**src/hdl/iee_ram.sv**
```systemverilog
// Generic single-write, single-read RAM with registered read data
module iee_ram #(
    parameter int WIDTH = 8,
    parameter int DEPTH = 32,
    localparam int AW = (DEPTH > 1) ? $clog2(DEPTH) : 1
) (
    input  logic             aclk,
    input  logic             we,
    input  logic [AW-1:0]    waddr,
    input  logic [WIDTH-1:0] wdata,
    input  logic             re,
    input  logic [AW-1:0]    raddr,
    output logic [WIDTH-1:0] rdata
);

    logic [WIDTH-1:0] mem [DEPTH];

    // Write port and registered read port; read data holds when not read
    always_ff @(posedge aclk) begin
        if (we) begin
            mem[waddr] <= wdata;
        end
        if (re) begin
            rdata <= mem[raddr];
        end
    end

endmodule

```
**config.mk**
```make
export PLATFORM = sky130hd
export DESIGN_NAME = iee_ram
export DESIGN_NICKNAME = d
export VERILOG_FILES = /design/src/hdl/iee_ram.sv
export SDC_FILE = /design/constraint.sdc
export NUM_CORES = 1
export LEC_CHECK = 0
export BUFFER_PORTS_ARGS = -buffer_cell sky130_fd_sc_hd__buf_4
export CORE_MARGIN = 4
export CORE_UTILIZATION = 55
export CTS_CLUSTER_DIAMETER = 120
export DETAILED_ROUTE_END_ITERATION = 8
export PLACE_DENSITY = 0.86
export RECOVER_POWER = 50
export SLEW_MARGIN = 20
export SYNTH_ARGS = -nofsm -noshare
export SYNTH_HDL_FRONTEND = slang
export SYNTH_SLANG_ARGS = --single-unit
```
**constraint.sdc**
```tcl
create_clock -name aclk -period 2.5 [get_ports aclk]
set_clock_uncertainty 0.2 [all_clocks]
set_input_delay 0.375 -clock aclk [delete_from_list [all_inputs] [get_ports aclk]]
set_output_delay 0.375 -clock aclk [all_outputs]
set_load 0.05 [all_outputs]
```
### After elaboration in Yosys (flattened, before gate mapping)

Memory sizes are Yosys's and may differ from the RTL's. A register that Yosys moved wholly into a read port is not among the register bits.
Cells that the tools add are included.

* memory bits (writable): 256
* output and inout port bits: 8
* memories kept: 1
* bits in registers: 0
* input bits: 21
* logic and storage cells: 3

Memory list
* mem: words 32, width 8, read ports 1, clocked after Yosys merged registers in 1, write ports 1, RTL line 16 `logic [WIDTH-1:0] mem [DEPTH];`

* mux-type cells: 2

Operators by type and width (count)
* two-way mux 1 bit: 2

### Depth between registers and ports, before layout

* word-level depth: 2
* gate-level depth with buffers: 5
* depth with buffers taken out: 3

### Worst setup path after synthesis

OpenSTA, ideal clock, no wires.

* kind: input -> register
* start point: in raddr[2]
* end point: reg rdata[0], read port of mem, data pin
* buffers on the path: 2
* cell stages on the path: 5
* data required time: 2.040 ns
* setup slack: -0.017 ns
* setup time: 0.260 ns
* data arrival time: 2.057 ns
* cells stage by stage: clkbuf_1 > clkbuf_1 > mux4_2 > mux4_2 > mux2_2

RTL lines
* start, declared: RTL line 12 `input logic [AW-1:0] raddr,`
* end, declared: RTL line 13 `output logic [WIDTH-1:0] rdata`

==> flow_summary.yaml <==
route:
  route.detailed.wl_per_inst_um: 30.0
  ant_nets: 0
  num_vias: 4784
  route.detailed.drc: 0
  drt_iter0_markers: 592
  vias_per_cell: 6.47
  wirelength_mm: 22.2
  firstDrtPassIters: 5
yosys:
  yosysWarnings: 0
  yosys-top-cells-area: "edfxtp_1, mux4_2, nor2_1, mux2_2, buf_4"
  syn_nets: 438
  syn_inst: 417
  synth_top_cells_by_count: "edfxtp_1, mux4_2, nor2_1"
  synth.most_common_cell: "edfxtp_1"
  synth-seq-cells: 264
  synth_top_area_share_pct: 78.2
  synth_flop_cell: "edfxtp_1"
  synth-edff-count: 264
  synth_top_area_cell: "edfxtp_1"
  avgSynthCellArea_um2: 24.3
  yosysUniqueCellTypes: 14
  async_flop_share_pct: 0
  synth-seq-area-share_pct: 78.2
  synth.cell_area_um2: 10100
worst_setup_path:
  crit_buf_inv: 0
  cpMostUsedCell: "mux4_2"
  cp_cell_sequence: "mux4_2 -> mux4_2 -> mux2_2"
  cp.required_ps: 2570
  critical_path.slowest_cell: "mux4_2"
  cpLargestDelayFamily: "multiplexers"
  crit_fanout: 1
  critical_path_class: "reg -> reg"
  critPathArrivalTime_ps: 2260
  critPathCaptureType: "flop"
  slowest_delay_ps: 540
  startpoint_type: "flop"
power:
  switching_power_mw: 1.84
  power_frac_comb_pct: 5.8
  leakagePower_nw: 3.71
  ir_drop_mv: 0.543
  p_clk_share_pct: 39.8
  sw_frac_of_total_pct: 20.2
  power_density_nw_per_um2: 782
  p_int_mw: 7.29
  p_seq_share_pct: 54.4
final_layout:
  syn_to_final_growth_pct: 15.2
  drive_gt1_share_pct: 35.9
  n_fill_cell: 1129
  num_antenna_cells: 0
  stdcell_count: 739
  fin_area_um2: 11700
  nets: 516
floorplan:
  design.die.area_um2: 20700
  dieHeight_um: 144
  rows: 49
  start_util_pct: 56.2
  die_w_um: 144
  core_um2: 18000
  ios: 29
timing:
  relSlewSlack_pct: -2.81
  min_period_over_period_pct: 87.6
  drv_slew: 33
  worst_pin_slew_ps: 1540
  rsz0062_at_grt: "no"
  fin_crit_ps: 2190
  setup_viol_count_final: 0
  whs_ps: 97.6
  hold_violations: 0
  max_freq_ghz: 0.457
clocking:
  cts_root_buf: "clkbuf_16"
  cts_tree: "built"
  cts.sinks: 264
  clk_latency_ps: 520
  cts.path.max_buffers: 3
  post_cts_resized: 0
  clk_pin_slew_ps: 60
  cts_inserted_buffers: 24
  htreeDepth: 1
grt:
  antenna_found_initial: 0
  grt_max_degree: 33
  grt_use_total_pct: 22.4
  first_global_vias: 5085
  grt-ovfl-total: 0
  grt_pass1_wl_mm: 33.3
run_status:
  failed_checks: "capacitance limit, slew limit"
  outcome: "finished with violations"
placed_design:
  io_buffers: 28
  dp_cells: 697
  dpl.hpwl_mm: 13.2
  globalplace.congestion: 0.803
  place_area_um2: 10900
flow_run:
  maxCapViolCount: 2
worst_hold_path:
  worstHoldPathType: "in -> reg"
path summary, 6_finish.rpt:
kind / startpoint / to / slack [ps] / cells past startpoint
min reg2reg: mem[4][2] / rdata[2] / 800 / 3
max reg2reg: mem[24][6] / rdata[6] / 310 / 3
max: mem[24][6] / rdata[6] / 310 / 3
min: raddr[3] / rdata[7] / 100 / 2
state kept, by name (all words and copies together) (netlist names):
register / flops
rdata: 8
mem: 256
power groups by stage:
stage | logic [mW] | clock network (mW) | registers (mW)
after global routing | 0.562 | 3.87 | 4.97
after floorplan | 0.263 | 0 | 5.09
final | 0.534 | 3.63 | 4.96
after global placement | 0.513 | 0 | 5.05
after CTS | 0.546 | 3.68 | 4.96
after detailed placement | 0.535 | 0 | 5.05
timing repair:
item	CTS	global route
hold buffers	1	0
setup buffers	0	0
hold endpoints to repair	8	0
kinds of logic (layout without fill, tap and decap cells):
kind of cell,count (synthesis),in the layout,share of synthesized area (%)
buffers and inverters,20,113,1.05
DFF,264,264,78.2
muxes,88,88,18.7
and+or+nand+nor,45,45,2.05
cell type report:
cell class	instances	area (µm²)	area share, %
Clock inverter	13	135	1.16
Multi-Input combinational cell	133	2100	18.0
Tap cell	229	287	2.45
Timing Repair Buffer	72	589	5.05
Sequential cell	264	7930	67.9
Clock buffer	28	637	5.45
cells in the final DEF (no fill, tap or decap), types with 5 or more instances in the layout:
| cell type | n |
|---|---|
| nand3b_1 | 5 |
| buf_4 | 53 |
| edfxtp_1 | 264 |
| clkbuf_1 | 14 |
| clkinv_1 | 6 |
| mux2_2 | 8 |
| clkbuf_16 | 25 |
| mux4_2 | 80 |
| buf_12 | 7 |
| nor2_1 | 33 |
through the flow:
stage | setup WS, ps | total power [mW] | setup TNS (ps) | util, %
3_3_place_gp | -109 | 5.56 | -626 | 60.7
3_5_place_dp | -142 | 5.59 | -756 | 60.7
5_1_grt | 293 | 9.40 | 0 | 64.8
6_report | 311 | 9.13 | 0 | 64.8
4_1_cts | 296 | 9.18 | 0 | 65.0
2_1_floorplan | 1.23 | 5.35 | 0 | -
layer usage:
metal / vias up / global-route usage, % / part of all wire, %
met2: 287 / 36.5 / 51
met5: - / 0 / 0
met1: 2516 / 31.9 / 38
met4: 0 / 6.74 / 2.7
met3: 38 / 3.83 / 8.3
li1: 1943 / - / -
Note: power is estimated with default switching activity, not from simulation.
