===== src/hdl/iee_pkg.sv =====
// Shared types, codes and constants of the expression evaluator
package iee_pkg;

    parameter int STACK_DEPTH = 32;
    parameter int VAL_W       = 64;
    parameter int OP_W        = 3;
    parameter int ST_W        = 4;

    // Operator codes as stored on the operator stack
    typedef enum logic [OP_W-1:0] {
        OP_NONE = 3'd0,
        OP_LP   = 3'd1,
        OP_ADD  = 3'd2,
        OP_SUB  = 3'd3,
        OP_MUL  = 3'd4,
        OP_DIV  = 3'd5,
        OP_POW  = 3'd6
    } op_t;

    // Status codes
    localparam logic [ST_W-1:0] ST_OK          = 4'd0;
    localparam logic [ST_W-1:0] ST_BAD_CHAR    = 4'd1;
    localparam logic [ST_W-1:0] ST_PAREN       = 4'd2;
    localparam logic [ST_W-1:0] ST_MISSING     = 4'd3;
    localparam logic [ST_W-1:0] ST_DIV_ZERO    = 4'd4;
    localparam logic [ST_W-1:0] ST_NEG_EXP     = 4'd5;
    localparam logic [ST_W-1:0] ST_TOO_BIG     = 4'd6;
    localparam logic [ST_W-1:0] ST_FINAL_COUNT = 4'd7;
    localparam logic [ST_W-1:0] ST_OVERFLOW    = 4'd8;

    // Character codes
    localparam logic [7:0] CH_TAB   = 8'h09;
    localparam logic [7:0] CH_LF    = 8'h0A;
    localparam logic [7:0] CH_VT    = 8'h0B;
    localparam logic [7:0] CH_FF    = 8'h0C;
    localparam logic [7:0] CH_CR    = 8'h0D;
    localparam logic [7:0] CH_SP    = 8'h20;
    localparam logic [7:0] CH_LPAR  = 8'h28;
    localparam logic [7:0] CH_RPAR  = 8'h29;
    localparam logic [7:0] CH_STAR  = 8'h2A;
    localparam logic [7:0] CH_PLUS  = 8'h2B;
    localparam logic [7:0] CH_MINUS = 8'h2D;
    localparam logic [7:0] CH_SLASH = 8'h2F;
    localparam logic [7:0] CH_0     = 8'h30;
    localparam logic [7:0] CH_9     = 8'h39;
    localparam logic [7:0] CH_CARET = 8'h5E;

    // UTF-8 bytes of no-break space, asterisk operator, zero-width space
    localparam logic [7:0] U8_C2 = 8'hC2;
    localparam logic [7:0] U8_A0 = 8'hA0;
    localparam logic [7:0] U8_E2 = 8'hE2;
    localparam logic [7:0] U8_88 = 8'h88;
    localparam logic [7:0] U8_97 = 8'h97;
    localparam logic [7:0] U8_80 = 8'h80;
    localparam logic [7:0] U8_8B = 8'h8B;

    // Request and response between sequencer and arithmetic unit
    typedef struct packed {
        logic start;
        op_t  op;
    } alu_req_t;

    typedef struct packed {
        logic            done;
        logic [ST_W-1:0] err;
    } alu_rsp_t;

    // Operator precedence
    function automatic logic [2:0] prec(input op_t op);
        logic [2:0] p;
        case (op)
            OP_POW:          p = 3'd4;
            OP_MUL, OP_DIV:  p = 3'd3;
            OP_ADD, OP_SUB:  p = 3'd2;
            default:         p = 3'd0;
        endcase
        return p;
    endfunction

endpackage


===== src/hdl/iee_alu.sv =====
// Multi-cycle 64-bit arithmetic unit: add, subtract, multiply, divide, power
module iee_alu (
    input  logic                         aclk,
    input  logic                         aresetn,
    input  iee_pkg::alu_req_t            req,
    input  logic [iee_pkg::VAL_W-1:0]    a,
    input  logic [iee_pkg::VAL_W-1:0]    b,
    output iee_pkg::alu_rsp_t            rsp,
    output logic [iee_pkg::VAL_W-1:0]    res
);

    typedef enum logic [2:0] {
        AL_IDLE, AL_MUL, AL_PCHK, AL_DIV, AL_DSGN, AL_DONE
    } al_state_t;

    // Where a finished multiply goes
    typedef enum logic [1:0] {
        MR_RES, MR_PR, MR_PB
    } mret_t;

    al_state_t   st_reg, st_next;
    mret_t       mret_reg, mret_next;
    logic [1:0]  mstep_reg, mstep_next;
    logic [63:0] mx_reg, mx_next, my_reg, my_next;
    logic [63:0] macc_reg, macc_next, prod_reg, prod_next;
    logic [63:0] pr_reg, pr_next, base_reg, base_next, e_reg, e_next;
    logic [63:0] num_reg, num_next, rem_reg, rem_next, den_reg, den_next;
    logic        neg_reg, neg_next;
    logic [5:0]  cnt_reg, cnt_next;
    logic [63:0] res_reg, res_next;
    logic [iee_pkg::ST_W-1:0] err_reg, err_next;

    logic [31:0] m_opa, m_opb;
    logic [63:0] mul_out, mul_fin;
    logic [64:0] rem_s, diff;

    // One 32x32 multiplier, operand halves picked by step
    assign m_opa   = (mstep_reg == 2'd2) ? mx_reg[63:32] : mx_reg[31:0];
    assign m_opb   = (mstep_reg == 2'd1) ? my_reg[63:32] : my_reg[31:0];
    assign mul_out = {32'b0, m_opa} * {32'b0, m_opb};
    assign mul_fin = macc_reg + {prod_reg[31:0], 32'b0};

    // Restoring divide step
    assign rem_s = {rem_reg, num_reg[63]};
    assign diff  = rem_s - {1'b0, den_reg};

    always_comb begin
        st_next   = st_reg;
        mret_next = mret_reg;
        mstep_next = mstep_reg;
        mx_next   = mx_reg;
        my_next   = my_reg;
        macc_next = macc_reg;
        prod_next = prod_reg;
        pr_next   = pr_reg;
        base_next = base_reg;
        e_next    = e_reg;
        num_next  = num_reg;
        rem_next  = rem_reg;
        den_next  = den_reg;
        neg_next  = neg_reg;
        cnt_next  = cnt_reg;
        res_next  = res_reg;
        err_next  = err_reg;
        case (st_reg)
            AL_IDLE: begin
                if (req.start) begin
                    err_next = iee_pkg::ST_OK;
                    case (req.op)
                        iee_pkg::OP_ADD: begin
                            res_next = a + b;
                            st_next  = AL_DONE;
                        end
                        iee_pkg::OP_SUB: begin
                            res_next = a - b;
                            st_next  = AL_DONE;
                        end
                        iee_pkg::OP_MUL: begin
                            mx_next    = a;
                            my_next    = b;
                            mret_next  = MR_RES;
                            mstep_next = 2'd0;
                            st_next    = AL_MUL;
                        end
                        iee_pkg::OP_DIV: begin
                            if (b == 64'd0) begin
                                err_next = iee_pkg::ST_DIV_ZERO;
                                res_next = 64'd0;
                                st_next  = AL_DONE;
                            end else begin
                                num_next = a[63] ? (64'd0 - a) : a;
                                den_next = b[63] ? (64'd0 - b) : b;
                                rem_next = 64'd0;
                                neg_next = a[63] ^ b[63];
                                cnt_next = 6'd0;
                                st_next  = AL_DIV;
                            end
                        end
                        iee_pkg::OP_POW: begin
                            if (b[63]) begin
                                err_next = iee_pkg::ST_NEG_EXP;
                                res_next = 64'd0;
                                st_next  = AL_DONE;
                            end else begin
                                pr_next   = 64'd1;
                                base_next = a;
                                e_next    = b;
                                st_next   = AL_PCHK;
                            end
                        end
                        default: begin
                            res_next = 64'd0;
                            st_next  = AL_DONE;
                        end
                    endcase
                end
            end
            // Low 64 bits of a 64x64 product from three partial products
            AL_MUL: begin
                case (mstep_reg)
                    2'd0: begin
                        prod_next  = mul_out;
                        mstep_next = 2'd1;
                    end
                    2'd1: begin
                        macc_next  = prod_reg;
                        prod_next  = mul_out;
                        mstep_next = 2'd2;
                    end
                    2'd2: begin
                        macc_next  = mul_fin;
                        prod_next  = mul_out;
                        mstep_next = 2'd3;
                    end
                    default: begin
                        mstep_next = 2'd0;
                        case (mret_reg)
                            MR_PR: begin
                                pr_next   = mul_fin;
                                mx_next   = base_reg;
                                my_next   = base_reg;
                                mret_next = MR_PB;
                            end
                            MR_PB: begin
                                base_next = mul_fin;
                                e_next    = {1'b0, e_reg[63:1]};
                                st_next   = AL_PCHK;
                            end
                            default: begin
                                res_next = mul_fin;
                                st_next  = AL_DONE;
                            end
                        endcase
                    end
                endcase
            end
            // Square-and-multiply, one exponent bit per pass
            AL_PCHK: begin
                mstep_next = 2'd0;
                if (e_reg == 64'd0) begin
                    res_next = pr_reg;
                    st_next  = AL_DONE;
                end else if (e_reg[0]) begin
                    mx_next   = pr_reg;
                    my_next   = base_reg;
                    mret_next = MR_PR;
                    st_next   = AL_MUL;
                end else begin
                    mx_next   = base_reg;
                    my_next   = base_reg;
                    mret_next = MR_PB;
                    st_next   = AL_MUL;
                end
            end
            AL_DIV: begin
                if (!diff[64]) begin
                    rem_next = diff[63:0];
                    num_next = {num_reg[62:0], 1'b1};
                end else begin
                    rem_next = rem_s[63:0];
                    num_next = {num_reg[62:0], 1'b0};
                end
                cnt_next = cnt_reg + 6'd1;
                if (cnt_reg == 6'd63) begin
                    st_next = AL_DSGN;
                end
            end
            AL_DSGN: begin
                res_next = neg_reg ? (64'd0 - num_reg) : num_reg;
                st_next  = AL_DONE;
            end
            AL_DONE: begin
                st_next = AL_IDLE;
            end
            default: begin
                st_next = AL_IDLE;
            end
        endcase
    end

    always_ff @(posedge aclk) begin
        if (!aresetn) begin
            st_reg <= AL_IDLE;
        end else begin
            st_reg <= st_next;
        end
        mret_reg  <= mret_next;
        mstep_reg <= mstep_next;
        mx_reg    <= mx_next;
        my_reg    <= my_next;
        macc_reg  <= macc_next;
        prod_reg  <= prod_next;
        pr_reg    <= pr_next;
        base_reg  <= base_next;
        e_reg     <= e_next;
        num_reg   <= num_next;
        rem_reg   <= rem_next;
        den_reg   <= den_next;
        neg_reg   <= neg_next;
        cnt_reg   <= cnt_next;
        res_reg   <= res_next;
        err_reg   <= err_next;
    end

    assign rsp.done = (st_reg == AL_DONE);
    assign rsp.err  = err_reg;
    assign res      = res_reg;

endmodule


===== config.mk =====
export PLATFORM = sky130hd
export DESIGN_NAME = iee_alu
export DESIGN_NICKNAME = d
export VERILOG_FILES = /design/src/hdl/iee_pkg.sv /design/src/hdl/iee_alu.sv
export SDC_FILE = /design/constraint.sdc
export NUM_CORES = 2
export LEC_CHECK = 0
export CAP_MARGIN = 20
export CELL_PAD_IN_SITES_DETAIL_PLACEMENT = 0
export CELL_PAD_IN_SITES_GLOBAL_PLACEMENT = 2
export CORE_ASPECT_RATIO = 1.2
export CORE_MARGIN = 2
export CORE_UTILIZATION = 43
export DETAILED_ROUTE_END_ITERATION = 10
export DONT_BUFFER_PORTS = 1
export MAX_ROUTING_LAYER = met4
export PLACE_DENSITY_LB_ADDON = 0.1
export SKIP_LAST_GASP = 1
export SLEW_MARGIN = 30
export SYNTH_ARGS = -nofsm -noshare
export SYNTH_HDL_FRONTEND = slang
export SYNTH_SLANG_ARGS = --single-unit

===== constraint.sdc =====
create_clock -name aclk -period 13.43 [get_ports aclk]
set_input_delay 0.6715 -clock aclk [delete_from_list [all_inputs] [get_ports aclk]]
set_output_delay 0.6715 -clock aclk [all_outputs]
set_load 0.02 [all_outputs]

Word-level counts from Yosys, hierarchy flattened
Cells that the tools add are included.
- bitwise operators: 2
- muxes and demuxes: 78
- add/sub/neg operators: 8
- equality and inequality tests: 32
- multiply operators: 1
- reductions and logical operators: 22
- operators with widths (kind ; count):
    64-bit two-way mux ; 39
    64-bit case mux with 2 select lines ; 6
    64-bit case mux with 3 select lines ; 2
    64-bit case mux with 5 select lines ; 1
    64-bit case mux with 4 select lines ; 1
    1-bit by 64-bit subtractor with 64-bit output (first input constant) ; 3
    64-bit adder ; 2
    64-bit zero test ; 2
    65-bit by 64-bit subtractor with 65-bit output ; 1
    32-bit by 32-bit multiplier with 64-bit output ; 1
    32-bit two-way mux ; 2
    64-bit subtractor ; 1
    63-bit two-way mux ; 1
    3-bit two-way mux ; 8
    2-bit != test (second input constant) ; 12
    6-bit two-way mux ; 3
    2-bit case mux with 3 select lines ; 3
    6-bit AND reduction ; 3
    3-bit == test (second input constant) ; 5
    3-bit case mux with 5 select lines ; 1
    3-bit by 2-bit == test with 1-bit output (second input constant) ; 4
    2-bit two-way mux ; 6
    3-bit case mux with 2 select lines ; 2
    6-bit case mux with 2 select lines ; 1
    other kinds (22) ; 33
- bits in registers: 722
- input bits: 134
- output and inout bits: 69
- logic and storage cells: 161

Depth between registers and ports, before layout
- word-level depth: 6
- gate-level depth with buffers: 36
- mapped depth without buffers: 32

Least setup slack after synthesis
Ideal clock, no wire load.
- path kind: in2reg
- from: input port req[2] (netlist bit)
- to: register base_reg[0], enable pin
- buffers on the path: 0
- stages: 4
- required time: 12.623 ns
- arrival time: 10.340 ns
- setup slack: 2.283 ns
- setup time: 0.807 ns
- cell sequence: nor2b_1 > nand2_1 > or3_1 > a21boi_0
- cells in the longest elaborated chain, start to end: 3
- RTL lines (what ; RTL line ; source):
    from (decl) ; iee_alu.sv:5 ; input iee_pkg::alu_req_t req,
    3-bit == test ; iee_alu.sv:69 ; case (req.op)
    2-bit by 1-bit != test with 1-bit output (no source line) ; - ;
    6-bit AND reduction (no source line) ; - ;
    to (signal assigned) ; iee_alu.sv:214 ; base_reg <= base_next;
    to (decl) ; iee_alu.sv:26 ; logic [63:0] pr_reg, pr_next, base_reg, base_next, e_reg, e_next;
Every way passes these cells.
A chain may end at the register's enable or synchronous reset.

Worst setup path in the final report
- from: register mstep_reg[0]
- to: register prod_reg[50] (data pin)
- cells in the longest elaborated chain, start to end: 3
- elaborated cells between the ends (all ways): 5
- those cells by class: 1 x mul; 2 x eq/ne; 2 x mux
- RTL lines (what ; RTL line ; source):
    from (decl) ; iee_alu.sv:23 ; logic [1:0] mstep_reg, mstep_next;
    from (signal assigned) ; iee_alu.sv:208 ; mstep_reg <= mstep_next;
    2-bit == test / 2-bit by 1-bit == test with 1-bit output (equally long branches) ; iee_alu.sv:38, iee_alu.sv:39 ;
    32-bit two-way mux (on tied branches) ; iee_alu.sv:38, iee_alu.sv:39 ;
    32-bit by 32-bit multiplier with 64-bit output * ; iee_alu.sv:40 ; assign mul_out = {32'b0, m_opa} * {32'b0, m_opb};
    net mul_out[50] ; iee_alu.sv:34 ; logic [63:0] mul_out, mul_fin;
    to (signal assigned) ; iee_alu.sv:212 ; prod_reg <= prod_next;
    to (decl) ; iee_alu.sv:25 ; logic [63:0] macc_reg, macc_next, prod_reg, prod_next;
Mark *: on every way through the listed nets, which the timed path passes. The rest lies on a longest branch.

==> qor.txt <==
Area Overhead vs Synth: 7.39%
GR Util met3: 0.0746
Post-Synth Simple-Gate Area: 0.145
Run status: complete, no violations
Most used DFF post-synth: edfxtp_1
Fmax: 93.7 MHz
GR Layer Usage met1: 0.484
Starting Density: 0.433
Drt drc: 0
Final Setup Violations: 0
Chip height: 466 um
TritonCTS sink count: 719
Total grt overflow: 0
Std-Cell Rows: 169
GRT Max-Usage Layer: met2
CORE AREA: 177,000 um2
Worst-Margin Slew: 1.09 ns
Hpwl dp: 257 mm
Met2 Resource Use GR: 0.572
Mux share of post-synthesis cell area: 0.0315
Max Fanout on Critical Path: 26
Adder-Cell Fraction of Synth Area: 0.306
Netlist cell types: 81
Complex-gate fraction of the synthesized area: 0.114
Post_cts resized: 0
Setup TNS: 0 ns
Max-capacitance violation count: 0
Synth top cells by count: nand2_1 (1,090), inv_1 (993), fa_1 (899)
DR WL/cell: 31.9 um
First-pass GRT wire length: 464 mm
Worst Setup End Kind: register
Slowest stage delay, CP: 0.89 ns
Layout Nets: 9,321
Via density: 5.96
Share of cells above drive strength 1: 0.0666
Vias: 61,100
CTS tree: done
Die Span X: 389 um
Skew final: 0.0456 ns
Crit path buf inv count: 7
Final critical-path share of the clock period: 0.795
RSZ-0062 raised after global routing: no
Routed Antenna Nets: 0
Share of the synthesized area in the top cell type: 0.281
Slew HR: 0.271
Crit-path leading delay family: adder cells
Post-synth ARST share: 0
Endpoints failing hold: 0
H-Tree Depth: 3
CTS hold repair buffers: 0
Initial drt markers: 6,454
WL final: 327 mm
Largest family of logic cells by synthesized area: adder cells
Seq/Total Area, Yosys: 0.281
Area leader, netlist: edfxtp_1
Clock-pin slew of the registers on the worst-case setup and hold paths: 0.06 ns
Most frequent cell after synthesis: nand2_1
Startpoint types: register
EDFF count, synth: 716
Die area: 182,000 um2
Vias in the first global route: 61,800
Post-Synth XOR/XNOR Area: 0.0513
RePlAce Congestion: 1.01
Initial antenna violation count: 29
Yosys reg bits: 719
CTS root buf: clkbuf_16
Cts bufs inserted: 84
Hold Path Class: primary input to register
Crit path kind: register to register
Overall Global Routing Usage: 0.371
Mean Syn Cell Area: 9.47 um2
Post-CTS setup repair buffer count: 0
Clk buf depth: 3
Final Max Slew Viols: 0
Synth Warn #: 0
Most frequent CP cell: fa_1
Synth Instances: 8,090
Clock Latency Late Sink: 0.73 ns
Synth area leaders: edfxtp_1 (28%), fa_1 (23%), ha_1 (7.1%)
Mapped Area: 76,600 um2
Pre-antenna DRT Iters: 6
CP required: 13.89 ns
Largest net degree at the start of global routing: 176
Num ports: 203
PortBufs: 0
Fin crit period: 10.68 ns
Slowest cell on the critical path: o31ai_2
Crit path DAT: 11.13 ns
-- path summary, 6_finish.rpt --
path / from / end / slack, ns / cells past startpoint
hold reg to reg: e_reg[39] / e_reg[38] / 0.54 / 2
setup reg to reg: mstep_reg[0] / prod_reg[50] / 2.75 / 27
hold / removal: b[0] / den_reg[0] / 0.08 / 0
setup / recovery: mstep_reg[0] / prod_reg[50] / 2.75 / 27
-- cell usage in the layout, fill, tap and decap left out, types with 69 or more instances in the layout --
cell	synthesis	routed
nand2_1	1090	1086
inv_1	993	993
fa_1	899	899
nor2_1	872	867
edfxtp_1	716	716
ha_1	432	430
a21oi_1	400	399
o21ai_0	294	292
xnor2_1	247	246
a21o_1	210	210
xor2_1	202	201
mux2_2	146	145
buf_4	2	116
clkbuf_16	0	86
nand3_1	79	79
o31ai_1	70	69
-- layout make-up --
| cell class | count | area [um2] |
|---|---|---|
| flip-flops and latches | 719 | 21600 |
| clock inverters | 52 | 604 |
| multi-input cells | 5930 | 50100 |
| clock buffers | 100 | 2200 |
| well taps | 2308 | 2890 |
| fillers | 17200 | 94500 |
| diodes | 22 | 55.1 |
| repair buffers | 127 | 1060 |
| inverters | 994 | 3730 |
-- per-layer routing --
metal	wire length [um]	share of wire
met2	150000	0.46
met5	0	0
met4	15200	0.047
met3	28000	0.085
met1	134000	0.41
-- through the flow --
| stage | utilization | hold slack, ns | worst slack (ns) | instances | cell area (um2) |
|---|---|---|---|---|---|
| after floorplan | - | 0.502 | 2.28 | 8091 | 76600 |
| after global routing | 0.465 | 0.0546 | 2.45 | 10200 | 82200 |
| after detailed placement | 0.449 | 0.531 | 3.07 | 10100 | 79300 |
| after global placement | 0.448 | 0.519 | 3.06 | 10100 | 79200 |
| final | 0.465 | 0.0768 | 2.75 | 10300 | 82300 |
| after CTS | 0.465 | 0.0500 | 3.04 | 10200 | 82100 |
-- logic make-up after synthesis --
group           after synthesis
buf+inv                    1442
compound gates             1364
mux                         223
flops                       719
other cells                   1
xor+xnor                    449
simple gates               2561
fa+ha+maj                  1331
Power is not shown: default switching activity piles up to over one toggle a cycle in this logic, so the estimate is an artifact.
